### config.mk
export PLATFORM = sky130hd
export DESIGN_NAME = crc16_frame_builder_unit
export DESIGN_NICKNAME = d
export VERILOG_FILES = /design/src/rtl/cfb_pkg.sv /design/src/rtl/cfb_seq.sv /design/src/rtl/cfb_out_reg.sv /design/src/rtl/crc16_frame_builder_unit.sv
export SDC_FILE = /design/constraint.sdc
export NUM_CORES = 1
export LEC_CHECK = 0
export ABC_CLOCK_PERIOD_IN_PS = 6130
export BUFFER_PORTS_ARGS = -buffer_cell sky130_fd_sc_hd__buf_2
export CAP_MARGIN = 20
export CORE_MARGIN = 2
export CORE_UTILIZATION = 28
export CTS_BUF_LIST = sky130_fd_sc_hd__clkbuf_4
export DETAILED_ROUTE_END_ITERATION = 16
export PLACE_DENSITY_LB_ADDON = 0.25
export SLEW_MARGIN = 10
export SYNTH_ARGS = -nofsm -noshare
export SYNTH_HDL_FRONTEND = slang
export SYNTH_SLANG_ARGS = --single-unit
### constraint.sdc
create_clock -name clk -period 6.13 [get_ports clk]
set_clock_uncertainty 0.15 [all_clocks]
set_input_delay 0.3065 -clock clk [delete_from_list [all_inputs] [get_ports clk]]
set_output_delay 0.3065 -clock clk [all_outputs]
set_load 0.01 [all_outputs]
### src/rtl/cfb_pkg.sv
// Package: item types, command codes, frame constants and the CRC-16 byte update.
`default_nettype none
package cfb_pkg;

  localparam logic [1:0] CMD_START = 2'd0;
  localparam logic [1:0] CMD_DATA  = 2'd1;
  localparam logic [1:0] CMD_END   = 2'd2;

  localparam logic [15:0] CRC_INIT    = 16'hFFFF;
  localparam logic [15:0] CRC_POLY    = 16'hA001;
  localparam logic [7:0]  SYNC_FIRST  = 8'h55;
  localparam logic [7:0]  SYNC_SECOND = 8'hAA;

  localparam logic [2:0] IDX_SYNC0 = 3'd0;
  localparam logic [2:0] IDX_SYNC1 = 3'd1;
  localparam logic [2:0] IDX_FUNC  = 3'd2;
  localparam logic [2:0] IDX_LENHI = 3'd3;
  localparam logic [2:0] IDX_LENLO = 3'd4;

  typedef struct packed {
    logic [1:0]  cmd;
    logic [7:0]  func_code;
    logic [15:0] payload_length;
    logic [7:0]  data_byte;
  } cmd_item_t;

  typedef struct packed {
    logic [7:0] out_byte;
    logic       run_end;
    logic       frame_end;
  } tx_item_t;

  function automatic logic [15:0] crc16_byte(input logic [15:0] crc, input logic [7:0] b);
    logic [15:0] c;
    c = crc ^ {8'h00, b};
    for (int k = 0; k < 8; k++) begin
      c = c[0] ? ((c >> 1) ^ CRC_POLY) : (c >> 1);
    end
    return c;
  endfunction

endpackage
`default_nettype wire

### src/rtl/cfb_seq.sv
// Item holding register and byte sequencer with running CRC and frame state.
`default_nettype none
module cfb_seq
  import cfb_pkg::*;
(
  input  wire logic      clk,
  input  wire logic      rst,
  input  wire logic      cmd_valid,
  output logic           cmd_stall,
  input  wire cmd_item_t cmd_item,
  input  wire logic      res_ready,
  output logic           res_step,
  output tx_item_t       res_item
);

  logic        busy;
  cmd_item_t   item;
  logic [2:0]  idx;
  logic [15:0] crc;
  logic        in_frame;

  logic        busy_next;
  logic [2:0]  idx_next;
  logic [15:0] crc_next;
  logic        in_frame_next;

  logic        last;
  logic        covered;
  logic        load;
  logic        has_result;

  always_comb begin
    res_item = '0;
    last     = 1'b0;
    covered  = 1'b0;
    unique case (item.cmd)
      CMD_START: begin
        covered = 1'b1;
        case (idx)
          IDX_SYNC0: res_item.out_byte = SYNC_FIRST;
          IDX_SYNC1: res_item.out_byte = SYNC_SECOND;
          IDX_FUNC:  res_item.out_byte = item.func_code;
          IDX_LENHI: res_item.out_byte = item.payload_length[15:8];
          default: begin
            res_item.out_byte = item.payload_length[7:0];
            last = 1'b1;
          end
        endcase
      end
      CMD_DATA: begin
        covered           = 1'b1;
        res_item.out_byte = item.data_byte;
        last              = 1'b1;
      end
      CMD_END: begin
        if (idx == IDX_SYNC0) begin
          res_item.out_byte = crc[15:8];
        end else begin
          res_item.out_byte  = crc[7:0];
          res_item.frame_end = 1'b1;
          last               = 1'b1;
        end
      end
      default: last = 1'b1;
    endcase
    res_item.run_end = last;
  end

  assign res_step   = busy && res_ready;
  assign cmd_stall  = busy && !(res_step && last);
  assign load       = cmd_valid && !cmd_stall;
  assign has_result = (cmd_item.cmd == CMD_START) ||
                      (((cmd_item.cmd == CMD_DATA) || (cmd_item.cmd == CMD_END)) && in_frame);

  always_comb begin
    busy_next     = busy;
    idx_next      = idx;
    crc_next      = crc;
    in_frame_next = in_frame;
    if (res_step) begin
      if (last) begin
        busy_next = 1'b0;
      end
      idx_next = idx + 3'd1;
      if ((item.cmd == CMD_END) && last) begin
        crc_next = CRC_INIT;
      end else if (covered) begin
        crc_next = crc16_byte(crc, res_item.out_byte);
      end
    end
    if (load && has_result) begin
      busy_next = 1'b1;
      idx_next  = IDX_SYNC0;
      if (cmd_item.cmd == CMD_START) begin
        crc_next      = CRC_INIT;
        in_frame_next = 1'b1;
      end else if (cmd_item.cmd == CMD_END) begin
        in_frame_next = 1'b0;
      end
    end
  end

  always_ff @(posedge clk) begin
    if (rst) begin
      busy     <= 1'b0;
      idx      <= IDX_SYNC0;
      crc      <= CRC_INIT;
      in_frame <= 1'b0;
    end else begin
      busy     <= busy_next;
      idx      <= idx_next;
      crc      <= crc_next;
      in_frame <= in_frame_next;
    end
  end

  always_ff @(posedge clk) begin
    if (load && has_result) begin
      item <= cmd_item;
    end
  end

  a_idx_range: assert property (@(posedge clk) disable iff (rst)
    busy |-> (idx <= IDX_LENLO))
    else $error("sequencer index out of range");

  a_end_clears_crc: assert property (@(posedge clk) disable iff (rst)
    (res_step && last && (item.cmd == CMD_END)) |=> (crc == CRC_INIT))
    else $error("crc not reinitialized after frame end");

  a_mid_item_busy: assert property (@(posedge clk) disable iff (rst)
    (res_step && !last) |=> busy)
    else $error("item dropped before its last byte");

  a_hold_item: assert property (@(posedge clk) disable iff (rst)
    (busy && !res_step) |=> ($stable(item) && $stable(idx)))
    else $error("item changed while waiting for output");

endmodule
`default_nettype wire

### src/rtl/cfb_out_reg.sv
// Output register for frame bytes on the valid/stall channel.
`default_nettype none
module cfb_out_reg
  import cfb_pkg::*;
(
  input  wire logic     clk,
  input  wire logic     rst,
  input  wire logic     res_step,
  input  wire tx_item_t res_item,
  output logic          res_ready,
  output logic          tx_valid,
  input  wire logic     tx_stall,
  output tx_item_t      tx_item
);

  logic tx_valid_next;

  assign res_ready     = !tx_valid || !tx_stall;
  assign tx_valid_next = res_step || (tx_valid && tx_stall);

  always_ff @(posedge clk) begin
    if (rst) begin
      tx_valid <= 1'b0;
    end else begin
      tx_valid <= tx_valid_next;
    end
  end

  always_ff @(posedge clk) begin
    if (res_step) begin
      tx_item <= res_item;
    end
  end

endmodule
`default_nettype wire

### src/rtl/crc16_frame_builder_unit.sv
// Top level of the CRC-16 frame builder.
//
//  channel   | direction | payload     | handshake
//  cmd_item  | in        | cmd_item_t  | cmd_valid / cmd_stall
//  tx_item   | out       | tx_item_t   | tx_valid / tx_stall
//
// One frame byte leaves the output register per cycle while tx is not stalled;
// the byte sequencer gives a start item 5 bytes, a payload item 1, an end item
// 2; items that give none do not occupy it. The next item is taken in the cycle
// its predecessor emits its last byte. Reset clears frame state and CRC.
// A stall on tx holds the output byte and, once the sequencer waits, cmd_stall.
`default_nettype none
module crc16_frame_builder_unit
  import cfb_pkg::*;
(
  input  wire logic      clk,
  input  wire logic      rst,
  input  wire logic      cmd_valid,
  output logic           cmd_stall,
  input  wire cmd_item_t cmd_item,
  output logic           tx_valid,
  input  wire logic      tx_stall,
  output tx_item_t       tx_item
);

  logic     res_ready;
  logic     res_step;
  tx_item_t res_item;

  cfb_seq u_seq (
    .clk       (clk),
    .rst       (rst),
    .cmd_valid (cmd_valid),
    .cmd_stall (cmd_stall),
    .cmd_item  (cmd_item),
    .res_ready (res_ready),
    .res_step  (res_step),
    .res_item  (res_item)
  );

  cfb_out_reg u_out (
    .clk       (clk),
    .rst       (rst),
    .res_step  (res_step),
    .res_item  (res_item),
    .res_ready (res_ready),
    .tx_valid  (tx_valid),
    .tx_stall  (tx_stall),
    .tx_item   (tx_item)
  );

endmodule
`default_nettype wire

# --- Word-level counts from Yosys, hierarchy flattened ---
# Index checks and enable logic that the tools add are counted.
totals:
  output_inout_bits: 12
  regBits: 66
op_classes:
  mux: 25
  addsub: 1
  bitwise_logic: 9
  eq_ne: 7
  n_reduce_logical: 27
op_table:
  columns: ["op", "count"]
  rows:
  - ["two-way mux 16 bit", 13]
  - ["case mux 8 bit (4 select lines)", 1]
  - ["inverter 2 -> 3 bit", 8]
  - ["case mux 8 bit (3 select lines)", 1]
  - ["bitwise XOR 16 x 8 -> 16 bit", 1]
  - ["logical AND 1 bit", 8]
  - ["two-way mux 1 bit", 8]
  - ["two-way mux 8 bit", 1]
  - ["equality test 3 x 2 -> 1 bit, second input constant", 2]
  - ["nonzero test 2 bit", 3]
  - ["equality test 2 x 1 -> 1 bit, second input constant", 2]
  - ["equality test 2 bit, second input constant", 2]
  - ["zero test 1 bit", 4]
  - ["zero test 2 bit", 2]
  - ["logical OR 1 bit", 4]
  - ["AND reduction 2 bit", 2]
  - ["OR reduction 2 bit", 2]
  - ["OR reduction 4 bit", 1]
  - ["adder 3 x 1 -> 3 bit, second input constant", 1]
  - ["equality test 3 x 1 -> 1 bit, second input constant", 1]
  - ["zero test 3 bit", 1]
  - ["case mux 1 bit (2 select lines)", 1]

# --- Longest topological paths before layout ---
# Gate-level depths: netlist (run 1).
logic_depth:
  depth_word: 25
  mapped_depth: 12
  ltp_nobuf: 11

# --- Hierarchy ---
# Synthesis (run 1) repeated with hierarchy kept, for this count alone.
unflattened:
  cells_unflattened: 295
  area_unflattened_um2: 3254.4
modules_own_cells:
  columns: ["module", "n_inst", "seq_area_each_um2", "cells_each", "area_each_um2"]
  rows:
  - ["cfb_seq", 1, 1441.4, 281, 2921.6]
  - ["cfb_out_reg", 1, 320.3, 14, 332.8]

# --- Least setup slack after synthesis (run 1) ---
# No wires, ideal clock.
synth_path:
  path_kind: "flip-flop to flip-flop"
  from: "reg u_seq.idx[0]"
  to: "reg u_seq.item[0] (netlist bit) (enable)"
  setup_time_ns: 0.429
  arrival_ns: 3.315
  required_ns: 5.551
  slack_ns: 2.235
  path_buffers: 0
  synth_period_minus_slack_ns: 3.895
  stages_incl_launch_ff: 10
  path_cell_list: "dfxtp_1 -> ha_1 -> ha_1 -> nor4_1 -> nor2_1 -> o211ai_1 -> nand2_1 -> nand2_1 -> and2_1 -> nor2b_1"
synth_lines:
  columns: ["element", "line_no", "source"]
  rows:
  - ["start, declared", "cfb_seq.sv:18", "logic [2:0] idx;"]
  - ["start signal, assigned", "cfb_seq.sv:111", "idx <= idx_next;"]
  - ["end signal, assigned", "cfb_seq.sv:119", "item <= cmd_item;"]
  - ["end, declared", "cfb_seq.sv:17", "cmd_item_t item;"]

==> run metrics, run 1 <==
reg-to-reg startpoint=u_seq.idx[0]; maximum operating frequency=247 MHz; floorplan core area=10400 um^2; drt first pass iters=4; die width=107 um; Clock transition at path regs=0.10 ns; number of global-route vias before repair=2154; maximum ir drop on the vdd rail=0.000104 V; largest net degree at the start of global routing=32; via/cell ratio=4.54; Tightest Pin Transition=0.908 ns; data required time at the worst endpoint=6.25 ns; final std cell area, no fill=3840 um^2; H-tree depth=3; Hold Path Depth=4; power density over the cells=225 nW/um^2; post-detailed-route DRC marker count=0; Switching Share=25.0%; Post-Synthesis Net Count=288; static power due to leakage=0.00149 uW; most common library cell in the layout ignoring fill and taps=buf_2; Max transition margin=39.5%; hold path startpoint=cmd_valid; endpoint of the lowest-slack register-to-register path=u_seq.crc[0]; Synth-to-Final Area Change=28.6%; Synth cell types=52; number of clock buffers inserted by TritonCTS=9; path type of the worst min-delay path=input pin to flip-flop; post-detailed-route count of antenna-violating nets=0; cell row count=37; vias after detailed routing=2145; buffer levels on the longest clock path=2; register share of total power=57.6%; die boundary height=107 um; Critical Path AT=4.16 ns; highest-count cells in the layout ignoring fill and taps=49 x buf_2, 44 x edfxtp_1, 37 x dlygate4sd3_1; critical setup path kind=flip-flop to flip-flop; final setup violating endpoints=0; RSZ-0062 raised after global routing=false; number of antenna violations at the first check in global routing=1; CP Capture Type=flip-flop; Netlist Area Pre-Place=2990 um^2; insertion delay to the later sink of the worst-skew pair=0.42 ns; post-synthesis register bit count=66; number of maximum-capacitance violations=0; starting density of the core=28.8%; path depth of the worst reg2reg path=11; share of cells above drive strength 1=23.0%; remaining global-route overflow=0; number of instances in the synthesized netlist=243; final hold violation count=0; relative contribution of the clock network to total power=26.8%; area taken by flip-flops and latches=1760 um^2; critical path startpoint category=flip-flop; GRT Total Usage=12.6%; maximum fanout count along the critical path=12; outcome=finished, final reports clean; most instantiated flip-flop cell in the synthesis netlist=edfxtp_1; CTS tree=yes; first-pass GRT wire length=10.6 mm; cell at the root of the clock tree=clkbuf_4; detailed-placement wirelength estimate=4.70 mm; routed wire length=6.80 mm; switching power summed over all nets=217 uW; number of slew-limit violations in the final report=0; Post-synth ARST share=0%; fill cell instance count of the final layout=1048; DR WL/cell=14.4 um; average size of a mapped cell=12.3 um^2; die footprint=11500 um^2; R2R Setup Slk=2.09 ns; total of buffers placed on input and output ports=49; post-place instance area=3370 um^2; yosys warns=0; clock period minus worst slack=4.04 ns; Internal Power=650 uW; number of enable-type register cells in the synthesized netlist=44; final-layout setup total negative slack=0 ns; net total in the final layout=375; final RePlAce weighted congestion=0.771; Boundary Pins=50; relative contribution of combinational cells to total power=15.6%; violation count after the first detailed-routing iteration=104; clock sink total=66; multi-input logic area=1150 um^2; Min-Delay Endpoint=u_seq.in_frame; proportion of synthesized chip area in sequential cells=58.9%; fin crit share=65.9%
-- power groups by stage --
stage / Clock [uW] / Sequential (uW) / Combinational, uW
floorplan: 0 / 508 / 83.3
global placement: 0 / 509 / 117
detailed placement: 0 / 509 / 118
CTS: 245 / 499 / 137
global route: 263 / 500 / 148
finish: 233 / 499 / 135
-- layout make-up --
| type | count | area share [%] |
|---|---|---|
| multi-input cells | 157 | 29.9 |
| inverters | 9 | 0.879 |
| diodes | 1 | 0.0651 |
| repair buffers | 87 | 16.2 |
| clock inverters | 5 | 0.553 |
| well taps | 136 | 4.43 |
| flip-flops and latches | 66 | 45.8 |
| clock buffers | 11 | 2.15 |
-- critical path, cell delays in order (launching register included) --
cell	delay (ns)
dfxtp_1	0.42
ha_1	0.18
ha_1	0.40
nor2b_1	0.15
nor2_1	0.42
o21ai_0	0.14
o21ai_1	0.33
xnor3_1	0.40
xor3_2	0.44
xnor3_1	0.44
nor4b_1	0.36
a211oi_2	0.06
-- worst max path at each step --
stage | slack, ns | end | start
5_1_grt | 1.74 | u_seq.crc[0] | u_seq.idx[0]
3_5_place_dp | 2.09 | u_seq.crc[0] | u_seq.idx[0]
4_1_cts | 2.07 | u_seq.crc[0] | u_seq.idx[0]
2_1_floorplan | 2.24 | u_seq.item[0] | u_seq.idx[0]
6_report | 2.09 | u_seq.crc[0] | u_seq.idx[0]
3_3_place_gp | 2.24 | u_seq.crc[0] | u_seq.idx[0]
-- registers in the layout (all words and copies together), names as in the netlist --
| register | count |
|---|---|
| u_seq.crc | 16 |
| u_seq.busy | 1 |
| u_seq.item | 34 |
| u_out.tx_item | 10 |
| u_seq.in_frame | 1 |
| u_out.tx_valid | 1 |
| u_seq.idx | 3 |
-- cell usage after synthesis, types with 3 or more instances --
library cell / number / area (um^2)
edfxtp_1: 44 / 1320
inv_1: 9 / 33.8
xnor2_1: 9 / 78.8
o21ai_0: 10 / 50.1
o22ai_1: 14 / 87.6
ha_1: 7 / 87.6
mux2i_1: 6 / 60.1
nor2_1: 12 / 45.0
nand2b_1: 4 / 25.0
dfxtp_1: 22 / 440
a221o_1: 3 / 30.0
or2_2: 3 / 18.8
a21oi_1: 5 / 25.0
and2_1: 4 / 25.0
nand2_1: 26 / 97.6
nor2b_1: 5 / 31.3
o21bai_1: 3 / 22.5
clkbuf_1: 7 / 26.3
xor2_1: 5 / 43.8
-- through the flow --
stage	worst slack (ns)	hold WS [ns]	utilization [%]	cells	power, uW
after CTS	2.07	0.222	37.1	471	881
final	2.09	0.245	37.1	472	867
after global routing	1.74	0.276	37.1	472	911
after floorplan	2.24	0.226	-	243	591
after detailed placement	2.09	0.329	32.5	418	627
after global placement	2.24	0.315	32.5	418	626
-- routing by layer --
layer | up-vias | global-route usage (%) | part of all wire (%)
met1 | 1021 | 15.8 | 46
met4 | 0 | 7.78 | 1.8
li1 | 1074 | - | -
met3 | 8 | 2.78 | 3.6
met2 | 42 | 19.9 | 49
met5 | - | 0 | 0
-- timing repair --
item | CTS | global route
buffers inserted | 0 | 0
hold buffers | 37 | 0
endpoints found under the hold margin | 37 | 0
resized for setup | 0 | 0
-- kinds of logic (layout without fill, tap and decap cells) --
group | Yosys count | after routing | share of synthesized area [%]
flops | 66 | 66 | 58.9
mux | 6 | 6 | 2.01
xor+xnor | 20 | 20 | 8.33
buf+inv | 20 | 112 | 2.85
compound gates | 57 | 57 | 13.8
fa+ha+maj | 7 | 7 | 2.93
simple gates | 67 | 67 | 11.1
other cells | 0 | 1 | 0
Power figures use the tool's default switching activity.
==> inputs of run 2 (changes only) <==
Settings changed: ABC_CLOCK_PERIOD_IN_PS 6130 to 4100.
Clock period 6.13 ns to 4.1 ns, I/O delays scaled along.
==> run 2 against run 1 <==
Net effect:
- die area stayed put
- clock power is 110% higher
- count of clock-buffer cells in the layout is 2 lower
- critical endpoint unchanged
==> run metrics, run 2 (synthesized netlist as in run 1, its figures left out) <==
most common library cell in the layout ignoring fill and taps=buf_2; fin crit share=92.3%; static power due to leakage=0.00156 uW; cell row count=37; starting density of the core=28.8%; post-place instance area=3450 um^2; Boundary Pins=50; detailed-placement wirelength estimate=4.97 mm; number of global-route vias before repair=2099; antenna cells=0; number of flip-flops under the largest register name=34; routed length on met1=3.24 mm; die width=107 um; H-tree depth=3; outcome=finished, final reports clean; Routed met2 length=3.27 mm; CP Capture Type=flip-flop; die footprint=11500 um^2; final std cell area, no fill=3970 um^2; largest registers=u_seq.item: 34 flops, u_seq.crc: 16 flops, u_out.tx_item: 10 flops; path type of the worst min-delay path=input pin to flip-flop; post-detailed-route DRC marker count=0; number of gates resized after CTS=0; Critical Path AT=3.90 ns; wire length on met3=298 um; number of maximum-capacitance violations=0; cell at the root of the clock tree=clkbuf_4; post-detailed-route count of antenna-violating nets=0; buffer levels on the longest clock path=2; number of slew-limit violations in the final report=0; number of buffers inserted for hold repair after clock tree synthesis=37; Max transition margin=46.2%; number of clock buffers inserted by TritonCTS=9; maximum fanout count along the critical path=5; total of buffers placed on input and output ports=49; GRT Total Usage=12.7%; maximum ir drop on the vdd rail=0.000153 V; Tightest Pin Transition=0.808 ns; final hold violation count=0; clock period minus worst slack=3.78 ns; Post-CTS Setup Inserts=0; remaining global-route overflow=0; clock sink total=66; drt first pass iters=4; insertion delay to the later sink of the worst-skew pair=0.42 ns; CTS tree=yes; critical path startpoint category=flip-flop; Clock transition at path regs=0.10 ns; largest net degree at the start of global routing=32; first-pass GRT wire length=10.9 mm; RSZ-0062 raised after global routing=false; data required time at the worst endpoint=4.22 ns; Synth-to-Final Area Change=32.9%; final-layout setup total negative slack=0 ns; power density over the cells=361 nW/um^2; via/cell ratio=4.42; critical setup path kind=flip-flop to flip-flop; final setup violating endpoints=0; violation count after the first detailed-routing iteration=88; number of antenna violations at the first check in global routing=0; routed wire length=6.92 mm; vias after detailed routing=2128; maximum operating frequency=264 MHz; die boundary height=107 um; floorplan core area=10400 um^2; DR top layer=met4; share of cells above drive strength 1=24.9%; final RePlAce weighted congestion=0.813; net total in the final layout=385; register ranked first by flip-flop count=u_seq.item; DR WL/cell=14.4 um; highest-count cells in the layout ignoring fill and taps=49 x buf_2, 44 x edfxtp_1, 37 x dlygate4sd3_1
==> run 2: per-layer routing <==
| layer | global-route usage (%) | vias to the layer above |
|---|---|---|
| met5 | 0 | - |
| met4 | 5.22 | 0 |
| met3 | 3.51 | 8 |
| met2 | 20.2 | 45 |
| met1 | 16.3 | 979 |
| li1 | - | 1096 |
==> run 2: path summary, 6_finish.rpt <==
check	slack (ns)	endpoint	start	cells past startpoint
worst max-delay path	0.32	u_seq.crc[0]	u_seq.idx[0]	11
worst min-delay path	0.15	u_seq.in_frame	cmd_valid	4
worst max register to register	0.32	u_seq.crc[0]	u_seq.idx[0]	11
worst min register to register	0.35	u_out.tx_valid	u_seq.busy	2
==> run 2: layout make-up <==
class,instances,area (um^2)
clock buffers,9,67.6
clock inverters,7,83.8
fillers,1026,6400
inverters,9,33.8
multi-input cells,157,1150
flip-flops and latches,66,1760
well taps,136,170
repair buffers,97,711
==> run 2: per-stage QoR <==
step	utilization [%]	power (uW)	instances	setup slack [ns]	hold WS (ns)
after floorplan	-	884	243	0.205	0.124
after global placement	33.3	945	428	0.382	0.232
after detailed placement	33.3	947	428	0.337	0.233
after CTS	38.3	1450	481	0.313	0.117
after global routing	38.3	1490	481	0.135	0.195
final	38.3	1440	481	0.317	0.149
==> run 2: power breakdown <==
group / total [uW] / switching, uW / leakage, uW / internal, uW
combinational: 212 / 97.3 / 0.000896 / 114
sequential: 745 / 10.8 / 0.000583 / 734
clock: 479 / 239 / 0.0000784 / 240
total: 1440 / 347 / 0.00156 / 1090
==> run 2: critical path, cell delays in order (launching register included) <==
cell and delay, ns:
dfxtp_1 0.36, ha_1 0.21, ha_1 0.24, nor2b_1 0.25, a211o_1 0.25, a221oi_1 0.08, o21ai_1 0.39, xnor3_1 0.42
xor3_2 0.45, xnor3_1 0.44, nor4b_1 0.36, a211oi_2 0.05
